**src/rtl/allocation_bitmap_engine_defines.svh**
```systemverilog
// Assertion macros used by the allocation bitmap engine RTL.
`ifndef ALLOCATION_BITMAP_ENGINE_DEFINES_SVH
`define ALLOCATION_BITMAP_ENGINE_DEFINES_SVH

// Check that a condition implies another in the same cycle.
`define ABE_ASSERT_IMPLY(name, ck, rs, ante, cons) \
  name: assert property (@(posedge ck) disable iff (rs) (ante) |-> (cons)) \
    else $error("allocation bitmap engine: same-cycle check failed");

// Check that a condition implies another in the next cycle.
`define ABE_ASSERT_NEXT(name, ck, rs, ante, cons) \
  name: assert property (@(posedge ck) disable iff (rs) (ante) |=> (cons)) \
    else $error("allocation bitmap engine: next-cycle check failed");

`endif

```
**src/rtl/abe_pkg.sv**
```systemverilog
// Types, constants and command codes of the allocation bitmap engine.
`default_nettype none

package abe_pkg;

  localparam int MAP_BITS   = 1024;
  localparam int WORD_BITS  = 64;
  localparam int WORD_COUNT = 16;
  localparam int WIDX_W     = (WORD_COUNT > 1) ? $clog2(WORD_COUNT) : 1;
  localparam int BIDX_W     = $clog2(WORD_BITS);
  localparam int STEP_W     = $clog2(BIDX_W);
  localparam int POS_W      = 11;
  localparam int CMD_W      = 3;

  typedef logic [WORD_BITS-1:0] word_t;
  typedef logic [WIDX_W-1:0]    widx_t;
  typedef logic [BIDX_W-1:0]    bidx_t;
  typedef logic [POS_W-1:0]     pos_t;
  typedef logic [CMD_W-1:0]     cmd_t;

  localparam cmd_t CMD_TEST_BIT    = 3'd0;
  localparam cmd_t CMD_SET_BIT     = 3'd1;
  localparam cmd_t CMD_CLEAR_BIT   = 3'd2;
  localparam cmd_t CMD_SET_RANGE   = 3'd3;
  localparam cmd_t CMD_CLEAR_RANGE = 3'd4;
  localparam cmd_t CMD_ZERO_TEST   = 3'd5;
  localparam cmd_t CMD_FIND_LAST   = 3'd6;

  typedef struct packed {
    cmd_t command;
    pos_t start_position;
    pos_t end_position;
  } request_t;

  typedef struct packed {
    logic flag;
    pos_t found_position;
    logic position_error;
  } result_t;

  // Word span and edge offsets of the bits a command touches.
  typedef struct packed {
    widx_t first;
    widx_t last;
    bidx_t lo;
    bidx_t hi;
  } mask_ctl_t;

  typedef enum logic [1:0] {
    ST_IDLE,
    ST_SCAN,
    ST_SEARCH,
    ST_DONE
  } state_t;

endpackage

`default_nettype wire

```
**src/rtl/allocation_bitmap_engine.sv**
```systemverilog
// Allocation bitmap engine: 1024-bit map, 16 words of 64 bits, MSB-first bit numbering.
// Bit commands: read the word, apply the command, strobe; busy through it, next command in the cycle after.
// Range set/clear/zero-test: one memory word per cycle across the span, then the strobe.
// Find last set: scan words downward; on a hit, a trailing-zero search in that word, then the strobe.
// Bad positions, empty ranges and unused codes answer in the cycle after accept.
// Synchronous active-high reset empties the map at once; the receiver cannot stall.
`default_nettype none

`include "allocation_bitmap_engine_defines.svh"

module allocation_bitmap_engine (
  input  wire logic             clk,
  input  wire logic             rst,
  input  wire logic             start,
  input  wire abe_pkg::request_t request,
  output logic                  busy,
  output logic                  done,
  output abe_pkg::result_t      result
);

  abe_pkg::state_t    state, state_next;
  abe_pkg::cmd_t      op, op_next;
  abe_pkg::mask_ctl_t ctl, ctl_next;
  logic               desc, desc_next;
  abe_pkg::widx_t     rd_addr, rd_addr_next;
  logic               rd_left, rd_left_next;
  logic               pv;
  abe_pkg::widx_t     pw;
  abe_pkg::widx_t     fw, fw_next;
  logic               flag, flag_next;
  abe_pkg::pos_t      found, found_next;
  logic               err, err_next;

  logic               accept;
  abe_pkg::pos_t      s_sat, e_sat, e_m1;
  logic               empty;
  abe_pkg::widx_t     s_word, e_word;
  abe_pkg::bidx_t     s_off, e_off;

  logic               rd_en;
  abe_pkg::word_t     rd_data;
  logic               wr_en;
  abe_pkg::word_t     wr_data;
  abe_pkg::word_t     mask;
  logic               hit;
  logic               last_word;
  logic               find_hit;
  logic               tz_done;
  abe_pkg::bidx_t     tz_count;

  assign accept = start && !busy;

  // Saturate bounds and split positions into word index and offset.
  always_comb begin
    s_sat  = (request.start_position > abe_pkg::pos_t'(abe_pkg::MAP_BITS))
             ? abe_pkg::pos_t'(abe_pkg::MAP_BITS) : request.start_position;
    e_sat  = (request.end_position > abe_pkg::pos_t'(abe_pkg::MAP_BITS))
             ? abe_pkg::pos_t'(abe_pkg::MAP_BITS) : request.end_position;
    e_m1   = e_sat - 1'b1;
    empty  = e_sat <= s_sat;
    s_word = s_sat[abe_pkg::BIDX_W +: abe_pkg::WIDX_W];
    e_word = e_m1[abe_pkg::BIDX_W +: abe_pkg::WIDX_W];
    s_off  = s_sat[abe_pkg::BIDX_W-1:0];
    e_off  = e_m1[abe_pkg::BIDX_W-1:0];
  end

  abe_store u_store (
    .clk     (clk),
    .rst     (rst),
    .rd_en   (rd_en),
    .rd_addr (rd_addr),
    .rd_data (rd_data),
    .wr_en   (wr_en),
    .wr_addr (pw),
    .wr_data (wr_data)
  );

  abe_mask u_mask (
    .ctl      (ctl),
    .word_idx (pw),
    .mask     (mask)
  );

  abe_tz u_tz (
    .clk   (clk),
    .rst   (rst),
    .load  (find_hit),
    .word  (rd_data),
    .done  (tz_done),
    .count (tz_count)
  );

  // Decode the word now leaving the memory.
  always_comb begin
    hit       = (rd_data & mask) != '0;
    last_word = (state == abe_pkg::ST_SCAN) && pv && (pw == ctl.last);
    find_hit  = (state == abe_pkg::ST_SCAN) && pv && (op == abe_pkg::CMD_FIND_LAST) && hit;
    rd_en     = (state == abe_pkg::ST_SCAN) && rd_left;
  end

  // Next state.
  always_comb begin
    state_next = state;
    case (state)
      abe_pkg::ST_IDLE: begin
        if (accept) begin
          case (request.command)
            abe_pkg::CMD_TEST_BIT, abe_pkg::CMD_SET_BIT, abe_pkg::CMD_CLEAR_BIT: begin
              state_next = (request.start_position >= abe_pkg::pos_t'(abe_pkg::MAP_BITS))
                           ? abe_pkg::ST_DONE : abe_pkg::ST_SCAN;
            end
            abe_pkg::CMD_SET_RANGE, abe_pkg::CMD_CLEAR_RANGE, abe_pkg::CMD_ZERO_TEST: begin
              state_next = empty ? abe_pkg::ST_DONE : abe_pkg::ST_SCAN;
            end
            abe_pkg::CMD_FIND_LAST: begin
              state_next = abe_pkg::ST_SCAN;
            end
            default: begin
              state_next = abe_pkg::ST_DONE;
            end
          endcase
        end
      end
      abe_pkg::ST_SCAN: begin
        if (find_hit) begin
          state_next = abe_pkg::ST_SEARCH;
        end else if (last_word) begin
          state_next = abe_pkg::ST_DONE;
        end
      end
      abe_pkg::ST_SEARCH: begin
        if (tz_done) begin
          state_next = abe_pkg::ST_DONE;
        end
      end
      abe_pkg::ST_DONE: begin
        state_next = abe_pkg::ST_IDLE;
      end
      default: begin
        state_next = abe_pkg::ST_IDLE;
      end
    endcase
  end

  // Datapath next values and memory write.
  always_comb begin
    op_next      = op;
    ctl_next     = ctl;
    desc_next    = desc;
    rd_addr_next = rd_addr;
    rd_left_next = rd_left;
    fw_next      = fw;
    flag_next    = flag;
    found_next   = found;
    err_next     = err;
    wr_en        = 1'b0;
    wr_data      = rd_data | mask;

    if (state == abe_pkg::ST_IDLE && accept) begin
      op_next      = request.command;
      flag_next    = 1'b0;
      found_next   = '0;
      err_next     = 1'b0;
      desc_next    = 1'b0;
      rd_left_next = 1'b1;
      rd_addr_next = s_word;
      ctl_next     = '{first: s_word, last: e_word, lo: s_off, hi: e_off};
      case (request.command)
        abe_pkg::CMD_TEST_BIT, abe_pkg::CMD_SET_BIT, abe_pkg::CMD_CLEAR_BIT: begin
          err_next = request.start_position >= abe_pkg::pos_t'(abe_pkg::MAP_BITS);
          ctl_next = '{first: s_word, last: s_word, lo: s_off, hi: s_off};
        end
        abe_pkg::CMD_ZERO_TEST: begin
          flag_next = 1'b1;
        end
        abe_pkg::CMD_FIND_LAST: begin
          desc_next    = 1'b1;
          rd_addr_next = abe_pkg::widx_t'(abe_pkg::WORD_COUNT - 1);
          ctl_next     = '{first: abe_pkg::widx_t'(abe_pkg::WORD_COUNT - 1),
                           last:  '0,
                           lo:    '0,
                           hi:    abe_pkg::bidx_t'(abe_pkg::WORD_BITS - 1)};
        end
        default: begin
          flag_next = 1'b0;
        end
      endcase
    end

    // Issue one read per cycle across the span.
    if (rd_en) begin
      rd_addr_next = desc ? rd_addr - 1'b1 : rd_addr + 1'b1;
      rd_left_next = rd_addr != ctl.last;
    end

    // Apply the command to the word read last cycle.
    if (state == abe_pkg::ST_SCAN && pv) begin
      case (op)
        abe_pkg::CMD_TEST_BIT: begin
          flag_next = hit;
        end
        abe_pkg::CMD_SET_BIT: begin
          flag_next = !hit;
          wr_en     = 1'b1;
          wr_data   = rd_data | mask;
        end
        abe_pkg::CMD_CLEAR_BIT: begin
          flag_next = hit;
          wr_en     = 1'b1;
          wr_data   = rd_data & ~mask;
        end
        abe_pkg::CMD_SET_RANGE: begin
          wr_en   = 1'b1;
          wr_data = rd_data | mask;
        end
        abe_pkg::CMD_CLEAR_RANGE: begin
          wr_en   = 1'b1;
          wr_data = rd_data & ~mask;
        end
        abe_pkg::CMD_ZERO_TEST: begin
          if (hit) begin
            flag_next = 1'b0;
          end
        end
        abe_pkg::CMD_FIND_LAST: begin
          if (hit) begin
            fw_next      = pw;
            rd_left_next = 1'b0;
          end
        end
        default: begin
          wr_en = 1'b0;
        end
      endcase
    end

    // Turn the trailing-zero count into position plus one.
    if (state == abe_pkg::ST_SEARCH && tz_done) begin
      found_next = abe_pkg::pos_t'({fw, abe_pkg::bidx_t'(0)})
                 + abe_pkg::pos_t'(abe_pkg::WORD_BITS)
                 - abe_pkg::pos_t'(tz_count);
    end
  end

  // Control registers.
  always_ff @(posedge clk) begin
    if (rst) begin
      state   <= abe_pkg::ST_IDLE;
      rd_left <= 1'b0;
      pv      <= 1'b0;
    end else begin
      state   <= state_next;
      rd_left <= rd_left_next;
      pv      <= rd_en;
    end
  end

  // Payload registers.
  always_ff @(posedge clk) begin
    op      <= op_next;
    ctl     <= ctl_next;
    desc    <= desc_next;
    rd_addr <= rd_addr_next;
    pw      <= rd_addr;
    fw      <= fw_next;
    flag    <= flag_next;
    found   <= found_next;
    err     <= err_next;
  end

  // Outputs.
  always_comb begin
    busy   = state != abe_pkg::ST_IDLE;
    done   = state == abe_pkg::ST_DONE;
    result = '{flag: flag, found_position: found, position_error: err};
  end

  `ABE_ASSERT_IMPLY(a_done_busy, clk, rst, done, busy)
  `ABE_ASSERT_NEXT(a_accept_busy, clk, rst, accept, busy)
  `ABE_ASSERT_NEXT(a_done_single, clk, rst, done, !done)
  `ABE_ASSERT_IMPLY(a_err_clean, clk, rst, done && err, !flag && found == '0)
  `ABE_ASSERT_IMPLY(a_tz_in_search, clk, rst, tz_done, state == abe_pkg::ST_SEARCH)

endmodule

`default_nettype wire

```
**src/rtl/abe_store.sv**
```systemverilog
// Bitmap word memory with per-word valid bits that read as zero after reset.
`default_nettype none

module abe_store (
  input  wire logic           clk,
  input  wire logic           rst,
  input  wire logic           rd_en,
  input  wire abe_pkg::widx_t rd_addr,
  output abe_pkg::word_t      rd_data,
  input  wire logic           wr_en,
  input  wire abe_pkg::widx_t wr_addr,
  input  wire abe_pkg::word_t wr_data
);

  abe_pkg::word_t                  mem [abe_pkg::WORD_COUNT];
  logic [abe_pkg::WORD_COUNT-1:0]  valid;

  // Write the word array.
  always_ff @(posedge clk) begin
    if (wr_en) begin
      mem[wr_addr] <= wr_data;
    end
  end

  // Mark words written since reset.
  always_ff @(posedge clk) begin
    if (rst) begin
      valid <= '0;
    end else if (wr_en) begin
      valid[wr_addr] <= 1'b1;
    end
  end

  // Register read data; unwritten words read as zero.
  always_ff @(posedge clk) begin
    if (rd_en) begin
      rd_data <= valid[rd_addr] ? mem[rd_addr] : '0;
    end
  end

endmodule

`default_nettype wire

```
**src/rtl/abe_mask.sv**
```systemverilog
// Shift unit that builds the bit mask of one word for a command's span.
`default_nettype none

module abe_mask (
  input  wire abe_pkg::mask_ctl_t ctl,
  input  wire abe_pkg::widx_t     word_idx,
  output abe_pkg::word_t          mask
);

  abe_pkg::bidx_t lo_eff;
  abe_pkg::bidx_t hi_eff;

  // Apply edge offsets only on the first and last words of the span.
  always_comb begin
    lo_eff = (word_idx == ctl.first) ? ctl.lo : '0;
    hi_eff = (word_idx == ctl.last) ? ctl.hi : abe_pkg::bidx_t'(abe_pkg::WORD_BITS - 1);
  end

  // Offset o maps to bit WORD_BITS-1-o, so keep bits from lo down to hi.
  assign mask = ({abe_pkg::WORD_BITS{1'b1}} >> lo_eff)
              & ({abe_pkg::WORD_BITS{1'b1}}
                 << (abe_pkg::bidx_t'(abe_pkg::WORD_BITS - 1) - hi_eff));

endmodule

`default_nettype wire

```
**src/rtl/abe_tz.sv**
```systemverilog
// Iterative trailing-zero counter, one binary-search step per cycle.
`default_nettype none

module abe_tz (
  input  wire logic           clk,
  input  wire logic           rst,
  input  wire logic           load,
  input  wire abe_pkg::word_t word,
  output logic                done,
  output abe_pkg::bidx_t      count
);

  localparam logic [abe_pkg::STEP_W-1:0] LastStep = abe_pkg::STEP_W'(abe_pkg::BIDX_W - 1);

  abe_pkg::word_t                w;
  logic [abe_pkg::STEP_W-1:0]    step;
  logic                          run;
  abe_pkg::bidx_t                half;
  logic                          low_zero;

  // Halve the window each step: 32, 16, ... 1 bits for a 64-bit word.
  always_comb begin
    half     = abe_pkg::bidx_t'(1) << (LastStep - step);
    low_zero = (w & ~({abe_pkg::WORD_BITS{1'b1}} << half)) == '0;
  end

  // Advance the step counter and flag completion.
  always_ff @(posedge clk) begin
    if (rst) begin
      run  <= 1'b0;
      step <= '0;
      done <= 1'b0;
    end else begin
      done <= run && (step == LastStep);
      if (load) begin
        run  <= 1'b1;
        step <= '0;
      end else if (run) begin
        step <= step + 1'b1;
        if (step == LastStep) begin
          run <= 1'b0;
        end
      end
    end
  end

  // Drop empty low halves and add their width to the count.
  always_ff @(posedge clk) begin
    if (load) begin
      w     <= word;
      count <= '0;
    end else if (run && low_zero) begin
      w     <= w >> half;
      count <= count + half;
    end
  end

endmodule

`default_nettype wire

```
**config.mk**
```make
export PLATFORM = sky130hd
export DESIGN_NAME = allocation_bitmap_engine
export DESIGN_NICKNAME = d
export VERILOG_FILES = /design/src/rtl/abe_pkg.sv /design/src/rtl/allocation_bitmap_engine.sv /design/src/rtl/abe_store.sv /design/src/rtl/abe_mask.sv /design/src/rtl/abe_tz.sv
export VERILOG_INCLUDE_DIRS = /design/src /design/src/rtl
export SDC_FILE = /design/constraint.sdc
export NUM_CORES = 1
export LEC_CHECK = 0
export ABC_CLOCK_PERIOD_IN_PS = 8830
export BUFFER_PORTS_ARGS = -buffer_cell sky130_fd_sc_hd__buf_4
export CORE_MARGIN = 1.5
export CORE_UTILIZATION = 35
export DETAILED_ROUTE_END_ITERATION = 8
export HOLD_SLACK_MARGIN = 0.15
export PLACE_DENSITY_LB_ADDON = 0.05
export SYNTH_ARGS = -nofsm -noshare
export SYNTH_HDL_FRONTEND = slang
export SYNTH_SLANG_ARGS = --single-unit
```
**constraint.sdc**
```tcl
create_clock -name clk -period 8.83 [get_ports clk]
set_input_delay 0.4415 -clock clk [delete_from_list [all_inputs] [get_ports clk]]
set_output_delay 0.4415 -clock clk [all_outputs]
set_load 0.03 [all_outputs]
```
# ---- Word-level counts from Yosys, hierarchy flattened
# Memories as Yosys holds them, arrays and structs flattened. A register that Yosys moved wholly into a read port is not among the register bits.
# Index checks and enable logic that the tools add are counted.
dict set report totals {
  regBits 144
  latchBits 0
  ram_bits 1024
  rom_bits 0
  out_inout_bits 15
  elab_cells 149
  mem_count 1
}
dict set report op_classes {
  n_addsub 9
  n_mul 0
  div 0
  order_cmp 7
  n_eq_ne 22
  shifts 5
  muxes 45
  n_bitwise 8
  reduce_logical 31
}
# name depth width read_ports rd_ports_with_merged_regs wr line
set memory_table {}
lappend memory_table {u_store.mem 16 64 1 1 1 abe_store.sv:15} ;# abe_pkg::word_t mem [abe_pkg::WORD_COUNT];
# cell n
set op_table {}
lappend op_table {{bitwise AND 64 bit} 4}
lappend op_table {{two-way mux 64 bit} 4}
lappend op_table {{NOT 64 bit} 2}
lappend op_table {{left shift 64 x 6 -> 64 bit (first input constant)} 2}
lappend op_table {{logical NOT 64 bit} 1}
lappend op_table {{OR 64 bit} 1}
lappend op_table {{nonzero test 64 bit} 1}
lappend op_table {{>> shifter 64 x 6 -> 64 bit} 1}
lappend op_table {{>> shifter 64 x 6 -> 64 bit (first input constant)} 1}
lappend op_table {{two-way mux 11 bit} 4}
lappend op_table {{case mux 20 bit (2 select lines)} 1}
lappend op_table {{> comparator 11 bit (second input constant)} 2}
lappend op_table {{equality test 3 bit (second input constant)} 7}
lappend op_table {{two-way mux 1 bit} 19}
lappend op_table {{two-way mux 4 bit} 4}
lappend op_table {{OR 16 bit} 1}
lappend op_table {{equality test 3 x 2 -> 1 bit (second input constant)} 4}
lappend op_table {{two-way mux 2 bit} 6}
lappend op_table {{two-way mux 6 bit} 2}
lappend op_table {{adder 10 x 7 -> 11 bit (second input constant)} 1}
lappend op_table {{>= comparator 11 bit (second input constant)} 1}
lappend op_table {{less-or-equal comparator 11 bit} 1}
lappend op_table {{logical AND 1 bit} 11}
lappend op_table {{subtractor 11 x 6 -> 11 bit} 1}
lappend op_table {{31 further kinds} 45}

# ---- Logic depth before layout (Yosys ltp)
# Gate-level depths: netlist of the first run.
dict set report logic_depth {
  ltp_word 10
  depth_mapped 16
  mapped_depth_nobuf 13
}

# ---- Modules after synthesis
# From an unflattened synthesis of the first run, not the netlist that was laid out.
dict set report hier_totals {
  hier_cells 3252
  area_unflattened_um2 54518.5
}
# mod n_inst cells_each area_each_um2 seq_area_each_um2
set by_module_without_submodules {}
lappend by_module_without_submodules {abe_store 1 1712 40831.7 32991.6}
lappend by_module_without_submodules {abe_tz 1 847 8074.0 2142.1}
lappend by_module_without_submodules {allocation_bitmap_engine 1 459 4020.1 1501.4}
lappend by_module_without_submodules {abe_mask 1 234 1592.8 0.0}

# ---- Worst setup path before layout of the first run
# OpenSTA, ideal clock, no wires.
dict set report synth_path {
  path_kind {flip-flop to flip-flop}
  startpoint {reg op[1]}
  endpoint {mem u_store.mem[0][0] (netlist name), enable pin}
  setup_time_ps 567
  arrival_time_ps 5588
  slack_ps 2675
  stages_incl_launch_ff 6
  path_buffers 0
  synth_period_minus_slack_ps 6155
  path_cell_list {edfxtp_1 nor2_1 xnor2_1 nand3_1 or3_1 nor3_1}
}
dict set report synth_between {
  elab_chain_len 6
  elab_cells_between_ends 9
  classes_between {eq/ne: 4; mux: 4; reduce/logical: 1}
}
# item line
set synth_lines {}
lappend synth_lines {{start: declaration} allocation_bitmap_engine.sv:22} ;# abe_pkg::cmd_t op, op_next;
lappend synth_lines {{start signal: assignment} allocation_bitmap_engine.sv:260} ;# op <= op_next;
lappend synth_lines {{equality test 3 bit, or another cell as far along} allocation_bitmap_engine.sv:198} ;# case (op)
lappend synth_lines {{OR reduction 4 bit (no line) (*)} --}
lappend synth_lines {{two-way mux 1 bit (*)} allocation_bitmap_engine.sv:198}
lappend synth_lines {{two-way mux 1 bit (*)} allocation_bitmap_engine.sv:197} ;# if (state == abe_pkg::ST_SCAN && pv) begin
lappend synth_lines {{two-way mux 1 bit (*)} abe_store.sv:20} ;# if (wr_en) begin
lappend synth_lines {{two-way mux 1 bit (implied by the code) (*)} abe_store.sv:21} ;# mem[wr_addr] <= wr_data;
lappend synth_lines {{end: declaration} abe_store.sv:15}
# Mark *: on every way between the ends. The rest lies on a longest branch, timed or not.

# ---- Worst setup path after layout of the first run
dict set report layout_path {
  startpoint {reg u_tz.step[1] (netlist name)}
  endpoint {reg u_tz.w[6], enable pin}
}
dict set report layout_between {
  elab_chain_len 8
}
# item line
set layout_lines {}
lappend layout_lines {{start: declaration} abe_tz.sv:16} ;# logic [abe_pkg::STEP_W-1:0] step;
lappend layout_lines {{start signal: assignment} abe_tz.sv:39} ;# step <= step + 1'b1;
lappend layout_lines {{subtractor 3 bit} abe_tz.sv:23} ;# half = abe_pkg::bidx_t'(1) << (LastStep - step);
lappend layout_lines {{left shift 1 x 3 -> 6 bit} abe_tz.sv:23}
lappend layout_lines {{left shift 64 x 6 -> 64 bit} abe_tz.sv:24} ;# low_zero = (w & ~({abe_pkg::WORD_BITS{1'b1}} << half)) == '0;
lappend layout_lines {{NOT 64 bit} abe_tz.sv:24}
lappend layout_lines {{bitwise AND 64 bit} abe_tz.sv:24}
lappend layout_lines {{logical NOT 64 bit} abe_tz.sv:24}
lappend layout_lines {{logical AND 1 bit} abe_tz.sv:52} ;# end else if (run && low_zero) begin
lappend layout_lines {{nonzero test 2 bit (no line)} --}
lappend layout_lines {{end signal: assignment} abe_tz.sv:50} ;# w <= word;
lappend layout_lines {{end signal: assignment} abe_tz.sv:53} ;# w <= w >> half;
lappend layout_lines {{end: declaration} abe_tz.sv:15} ;# abe_pkg::word_t w;
# Every way passes these cells.
# A chain may end at the register's enable or synchronous reset.

==> results of run 1 <==
==> where the power goes <==
group          internal (mW)  switching (mW)  leakage [nW]
sequential              6.70           0.184          10.9
combinational           1.15            1.60          7.38
clock                   3.17            2.36          2.13
==> Yosys cell counts, drive strengths merged, types with 6 or more instances <==
cell type / instances
a32o: 6
nor2b: 78
o2111ai: 9
a211oi: 23
or3: 9
o21a: 10
o31ai: 31
buf: 64
a21oi: 69
clkbuf: 147
o22ai: 57
nor3: 17
or2: 10
a22oi: 13
nor4: 7
xor2: 12
a221oi: 6
o21bai: 8
ha: 38
and3: 12
nand2b: 15
nand3: 16
edfxtp: 1196
mux4: 325
a311oi: 8
a31oi: 37
mux2i: 195
and2: 11
nor2: 156
o21ai: 84
a21o: 23
inv: 47
xnor2: 26
dfxtp: 36
nand4: 8
nand2: 196
a2111oi: 7
mux2: 45
o221ai: 22
a32oi: 15
==> registers in the layout, indices dropped and copies added (netlist names), 2 cells and up <==
signal and count:
u_store.mem 1024, u_tz.step 3, ctl 20, fw 4
op 3, rd_addr 4, found 11, u_store.valid 16
u_store.rd_data 64, state 2, pw 4, u_tz.w 64
u_tz.count 6
==> worst reg2reg max path: cells and delay by family, from the launching register on <==
family	cells	cell delay, ns
compound gates	2	1.02
fa+ha+maj	1	0.91
buf+inv	3	1.31
flops	1	0.45
simple gates	5	1.90
==> logic make-up (layout without fill, tap and decap cells) <==
| kind of cell | after synthesis | in the layout | synth area share [%] |
|---|---|---|---|
| AO/OA/AOI/OAI | 476 | 476 | 6.06 |
| XOR/XNOR | 38 | 38 | 0.614 |
| adder cells (fa/ha/maj) | 40 | 40 | 0.951 |
| buffers and inverters | 261 | 450 | 1.91 |
| flip-flops | 1232 | 1232 | 67.6 |
| multiplexers | 565 | 565 | 18.0 |
| other | 0 | 3 | 0 |
| AND/OR/NAND/NOR | 555 | 555 | 4.81 |
==> layer usage <==
metal,up-vias,part of all wire [%],track usage [%]
met2,803,49,37.5
met4,4,2.3,5.65
met1,16574,44,31.3
met5,-,0.015,0
met3,217,4.5,3.42
li1,13029,-,-
==> metrics by stage <==
stage	hold WS [ns]	std cells	area, um2
6_report	0.247	5403	61700
5_1_grt	0.207	5400	61700
4_1_cts	0.168	5400	61700
3_5_place_dp	0.455	5133	57100
2_1_floorplan	0.346	3167	54200
3_3_place_gp	0.450	5133	57100
==> cells in the final DEF (no fill, tap or decap), types with 16 or more instances in the layout <==
cell,instances
a211oi_1,22
a21o_1,23
a21oi_1,69
a31oi_1,31
buf_4,129
clkbuf_1,30
clkbuf_16,144
clkinv_1,33
clkinv_2,27
dfxtp_1,36
dlygate4sd3_1,18
edfxtp_1,1196
ha_1,38
inv_1,45
mux2_2,35
mux2i_1,195
mux4_2,325
nand2_1,191
nand3_1,16
nor2_1,143
nor2b_1,77
o21ai_0,64
o21ai_1,19
o221ai_1,22
o22ai_1,57
o31ai_1,31
xnor2_1,26
==> repair_timing <==
item | in CTS | in global routing
hold buffers | 18 | 0
endpoints found under the hold margin | 45 | 0
resized for setup | 0 | 0
==> final cells by class <==
| type | count | area share, % |
|---|---|---|
| antenna | 3 | 0.0122 |
| clock buffer | 177 | 6.09 |
| inverter | 50 | 0.306 |
| sequential | 1232 | 59.4 |
| clock inverter | 72 | 0.935 |
| tap | 2044 | 4.15 |
| multi-input combinational | 1674 | 27.1 |
| timing repair buffer | 151 | 1.99 |
==> worst paths after layout <==
check             slack (ns)  depth (start not counted)         startpoint                 to
setup / recovery        2.73                         11       u_tz.step[1]          u_tz.w[6]
setup reg to reg        2.73                         11       u_tz.step[1]          u_tz.w[6]
hold reg to reg         0.46                          2  u_store.valid[15]  u_store.valid[15]
hold / removal          0.25                          3         request[3]             ctl[3]
==> impl_metrics.env, run 1 <==
export IMPL_required_ns=9.21
export IMPL_setup_ws_ns=2.73
export IMPL_peakVddDrop_uv=169
export IMPL_end_kind="flop"
export IMPL_status="completed"
export IMPL_ios=43
export IMPL_cts_path_max_buffers=3
export IMPL_start_kind="flop"
export IMPL_hp_class="in2reg"
export IMPL_synth_fp_nets=3235
export IMPL_rows=144
export IMPL_fmax_mhz=164
export IMPL_synth_cells=3167
export IMPL_drt_initial_drc_count=3123
export IMPL_dieWidth_um=396
export IMPL_clkTransAtPathRegs_ns=0.06
export IMPL_leakage_nw=20.5
export IMPL_maxCapViolCount=0
export IMPL_cp_slowest_cell="ha_1"
export IMPL_p_per_area_nw_per_um2=246
export IMPL_crit_family="simple AND/OR/NAND/NOR gates"
export IMPL_grt_ovfl_total=0
export IMPL_wl_per_cell_um=32.8
export IMPL_io_buffers=42
export IMPL_fin_crit_ns=6.10
export IMPL_drv_slew=0
export IMPL_antenna_found_initial=9
export IMPL_worstPathArrival_ns=6.48
export IMPL_power_mw=15.2
export IMPL_path_class="reg2reg"
export IMPL_period_share_pct=69.1
export IMPL_synth_area_top_cells="edfxtp_1, mux4_2, mux2i_1"
export IMPL_syn_area_um2=54200
export IMPL_place_ws_ns=2.87
export IMPL_num_vias=30627
export IMPL_cts_buffers=141
export IMPL_ys_ff_latch=1232
export IMPL_synth_yosys_seq_area_share_pct=67.6
export IMPL_drt_pass1_iterations=5
export IMPL_ys_flop_type="edfxtp_1"
export IMPL_ctsHtreeMaxLevel=4
export IMPL_grt_usage_pct=22.6
export IMPL_wl_um=177000
export IMPL_yosysTopAreaCell="edfxtp_1"
export IMPL_worst_path_largest_cell_delay_ns=0.91
export IMPL_synth_edf_count=1196
export IMPL_start_util_pct=35.2
export IMPL_cts_setup_buffers=0
export IMPL_avgSynthCellArea_um2=17.1
export IMPL_drive_above_1_share_pct=22.1
export IMPL_synth_top_area_share_pct=66.3
export IMPL_regArea_um2=36600
export IMPL_setup_tns_ns=0
export IMPL_cp_buffers_inverters=3
export IMPL_nNetsFinal=3318
export IMPL_clkSinkCount=1232
export IMPL_core_area_um2=154000
export IMPL_yosys_warnings=0
export IMPL_multi_input_area_um2=16700
export IMPL_grt_max_degree=139
export IMPL_routed_via_density=5.67
export IMPL_area_growth_syn_to_layout_pct=13.8
export IMPL_dpl_hpwl_um=106000
export IMPL_clock_latency_ns=0.78
export IMPL_crit_chain="inv_1 > ha_1 > nand2b_1 > inv_2 > nor2_1 > nand2_1 > o21ai_0 > nand4_1 > a21oi_1 > or2_2 > buf_4"
export IMPL_first_global_vias=31699
export IMPL_fin_skew_ns=0.0281
export IMPL_final_core_util_pct=40.1
export IMPL_critical_path_peak_fanout=62
export IMPL_postRouteAntennaNets=0
export IMPL_gp_congestion=0.939
export IMPL_tightest_slew_ns=1.37
export IMPL_drcViolationCount=0
export IMPL_setup_violations_final=0
export IMPL_async_flop_share_pct=0
export IMPL_hold_viol_final=0
export IMPL_ys_types=83
export IMPL_die_area_um2=157000
export IMPL_cts_root_buffer="clkbuf_16"
export IMPL_grt_setup_unrepaired="false"
export IMPL_slew_headroom_pct=6.40
export IMPL_grt_pass1_wl_um=250000
export IMPL_fillers=14007
export IMPL_die_h_um=396
export IMPL_tritoncts="built"
No activity file was read; power rests on OpenSTA's default activity.
==> run 2: changes to the inputs <==
Settings changed: ABC_CLOCK_PERIOD_IN_PS 8830 to 6050.
Clock period 8.83 ns to 6.05 ns, I/O delays scaled along.
==> run 2 against run 1 <==
Effect of this change: total power up 48%; worst hold slack worse by 0.033 ns; die area stayed put; cell count grew 0.13%; non-clock buffer count rose by 5; sequential share of layout area decreased by 0.52 points; critical endpoint is now u_tz.w[12].
==> impl_metrics.env, run 2 (synthesis results as in run 1) <==
export IMPL_hold_viol_final=0
export IMPL_cts_path_max_buffers=3
export IMPL_status="completed"
export IMPL_regToRegEndpoint="u_tz.w[12]"
export IMPL_path_class="reg2reg"
export IMPL_holdWs_ns=0.215
export IMPL_critical_path_peak_fanout=51
export IMPL_start_kind="flop"
export IMPL_hp_class="in2reg"
export IMPL_nNetsFinal=3322
export IMPL_crit_chain="xnor2_1 > and4_1 > buf_4 > nand2_1 > o31ai_1 > o2111ai_1 > or4_4 > o2111a_4 > or2_2 > buf_12"
export IMPL_io_buffers=42
export IMPL_first_global_vias=31467
export IMPL_timing_rr_start="pw[2]"
export IMPL_cp_buffers_inverters=2
export IMPL_postRouteAntennaNets=0
export IMPL_regToRegSetupSlack_ns=1.30
export IMPL_p_per_area_nw_per_um2=361
export IMPL_clkSinkCount=1232
export IMPL_grt_ovfl_total=0
export IMPL_gp_congestion=0.947
export IMPL_dieWidth_um=396
export IMPL_reg2reg_depth=10
export IMPL_drcViolationCount=0
export IMPL_drt_initial_drc_count=2799
export IMPL_fin_skew_ns=0.0327
export IMPL_setup_tns_ns=0
export IMPL_setup_ws_ns=1.30
export IMPL_start_util_pct=35.2
export IMPL_ios=43
export IMPL_fillers=13979
export IMPL_regMostFlops="u_store.mem"
export IMPL_place_ws_ns=1.35
export IMPL_final_common_cell="edfxtp_1"
export IMPL_hold_start="request[6]"
export IMPL_cp_slowest_cell="or4_4"
export IMPL_tightest_slew_ns=1.27
export IMPL_min_path_cells=4
export IMPL_clkTransAtPathRegs_ns=0.06
export IMPL_num_vias=30848
export IMPL_drive_above_1_share_pct=22.4
export IMPL_slew_headroom_pct=15.1
export IMPL_worst_path_largest_cell_delay_ns=0.63
export IMPL_dpl_hpwl_um=105000
export IMPL_grt_setup_unrepaired="false"
export IMPL_drt_pass1_iterations=5
export IMPL_area_growth_syn_to_layout_pct=14.8
export IMPL_leakage_nw=20.6
export IMPL_crit_family="simple AND/OR/NAND/NOR gates"
export IMPL_peakVddDrop_uv=221
export IMPL_routed_via_density=5.70
export IMPL_period_share_pct=78.5
export IMPL_worstPathArrival_ns=5.24
export IMPL_wl_um=177000
export IMPL_top_regs="u_store.mem x1024, u_store.rd_data x64, u_tz.w x64"
export IMPL_required_ns=6.54
export IMPL_die_h_um=396
export IMPL_grt_pass1_wl_um=249000
export IMPL_grt_max_degree=93
export IMPL_rows=144
export IMPL_die_area_um2=157000
export IMPL_cts_root_buffer="clkbuf_16"
export IMPL_grt_usage_pct=22.6
export IMPL_tritoncts="built"
export IMPL_end_kind="flop"
export IMPL_power_mw=22.5
export IMPL_clock_latency_ns=0.79
export IMPL_ctsHtreeMaxLevel=4
export IMPL_antenna_found_initial=8
export IMPL_cts_buffers=140
export IMPL_wl_per_cell_um=32.8
export IMPL_maxCapViolCount=0
export IMPL_cts_resized=0
export IMPL_fmax_mhz=210
export IMPL_core_area_um2=154000
export IMPL_fin_crit_ns=4.75
export IMPL_layout_common_cells="edfxtp_1, mux4_2, mux2i_1"
export IMPL_drv_slew=0
export IMPL_hold_path_end="ctl[12]"
export IMPL_setup_violations_final=0
export IMPL_largest_register_ffs=1024
## run 2: changes by cell type in the layout (fill, tap and decap cells not counted), sizes merged
cell	delta
clkbuf	-3
inv	-1
buf	-2
clkinv	-3
diode	-2
dlygate4sd3	+7
clkinvlp	+5
bufinv	+6
## run 2: worst reg2reg max path, delay by kind of cell, from the launching register on
| family | cells | cell delay [ns] |
|---|---|---|
| AOI/OAI and AO/OA | 3 | 1.26 |
| xor gates and xnor gates | 1 | 0.21 |
| buffers and inverters | 2 | 0.50 |
| DFF | 1 | 0.61 |
| and+or+nand+nor | 4 | 1.85 |
## run 2: power by group
part / internal (mW) / total, mW / switching [mW]
clock: 4.88 / 8.37 / 3.49
combinational: 1.68 / 4.06 / 2.38
sequential: 9.78 / 10.1 / 0.279
total: 16.3 / 22.5 / 6.15
## run 2: what timing repair did
action | 4_1_cts | 5_1_grt
hold endpoints to repair | 55 | 0
setup endpoints to repair | 0 | 0
setup buffers | 0 | 0
hold buffers | 25 | 0
## run 2: worst max path at each step
stage | start | end | slack, ns | cells past startpoint
final | pw[2] | u_tz.w[12] | 1.30 | 10
after global routing | pw[2] | u_tz.w[11] | 1.11 | 10
after CTS | pw[3] | u_tz.w[11] | 1.31 | 10
after detailed placement | pw[3] | u_tz.w[58] | 1.35 | 10
after global placement | pw[3] | u_tz.w[2] | 1.40 | 10
after floorplan | op[1] | u_store.mem[3][0] | 0.05 | 6
## run 2: metal layers
layer | wire length [um] | track usage (%) | vias to the layer above
li1 | - | - | 13067
met5 | 21 | 0 | -
met2 | 86200 | 37.0 | 955
met3 | 8970 | 3.71 | 239
met1 | 78200 | 31.2 | 16583
met4 | 3930 | 5.79 | 4
## run 2: metrics by stage
step / instances / cell area [um2] / utilization [%]
2_1_floorplan: 3167 / 54200 / -
3_3_place_gp: 5131 / 57400 / 37.3
3_5_place_dp: 5131 / 57400 / 37.3
4_1_cts: 5409 / 62200 / 40.4
5_1_grt: 5409 / 62200 / 40.4
6_report: 5410 / 62200 / 40.4
## run 2: final cells by class
cell class	instances	area, um2	area share [%]
Clock buffer	174	3740	6.02
Inverter	50	189	0.304
Timing Repair Buffer	156	1560	2.51
Sequential cell	1232	36600	58.9
Tap cell	2044	2560	4.11
Antenna cell	1	2.50	0.00402
Clock inverter	79	772	1.24
Multi-Input combinational cell	1674	16800	26.9
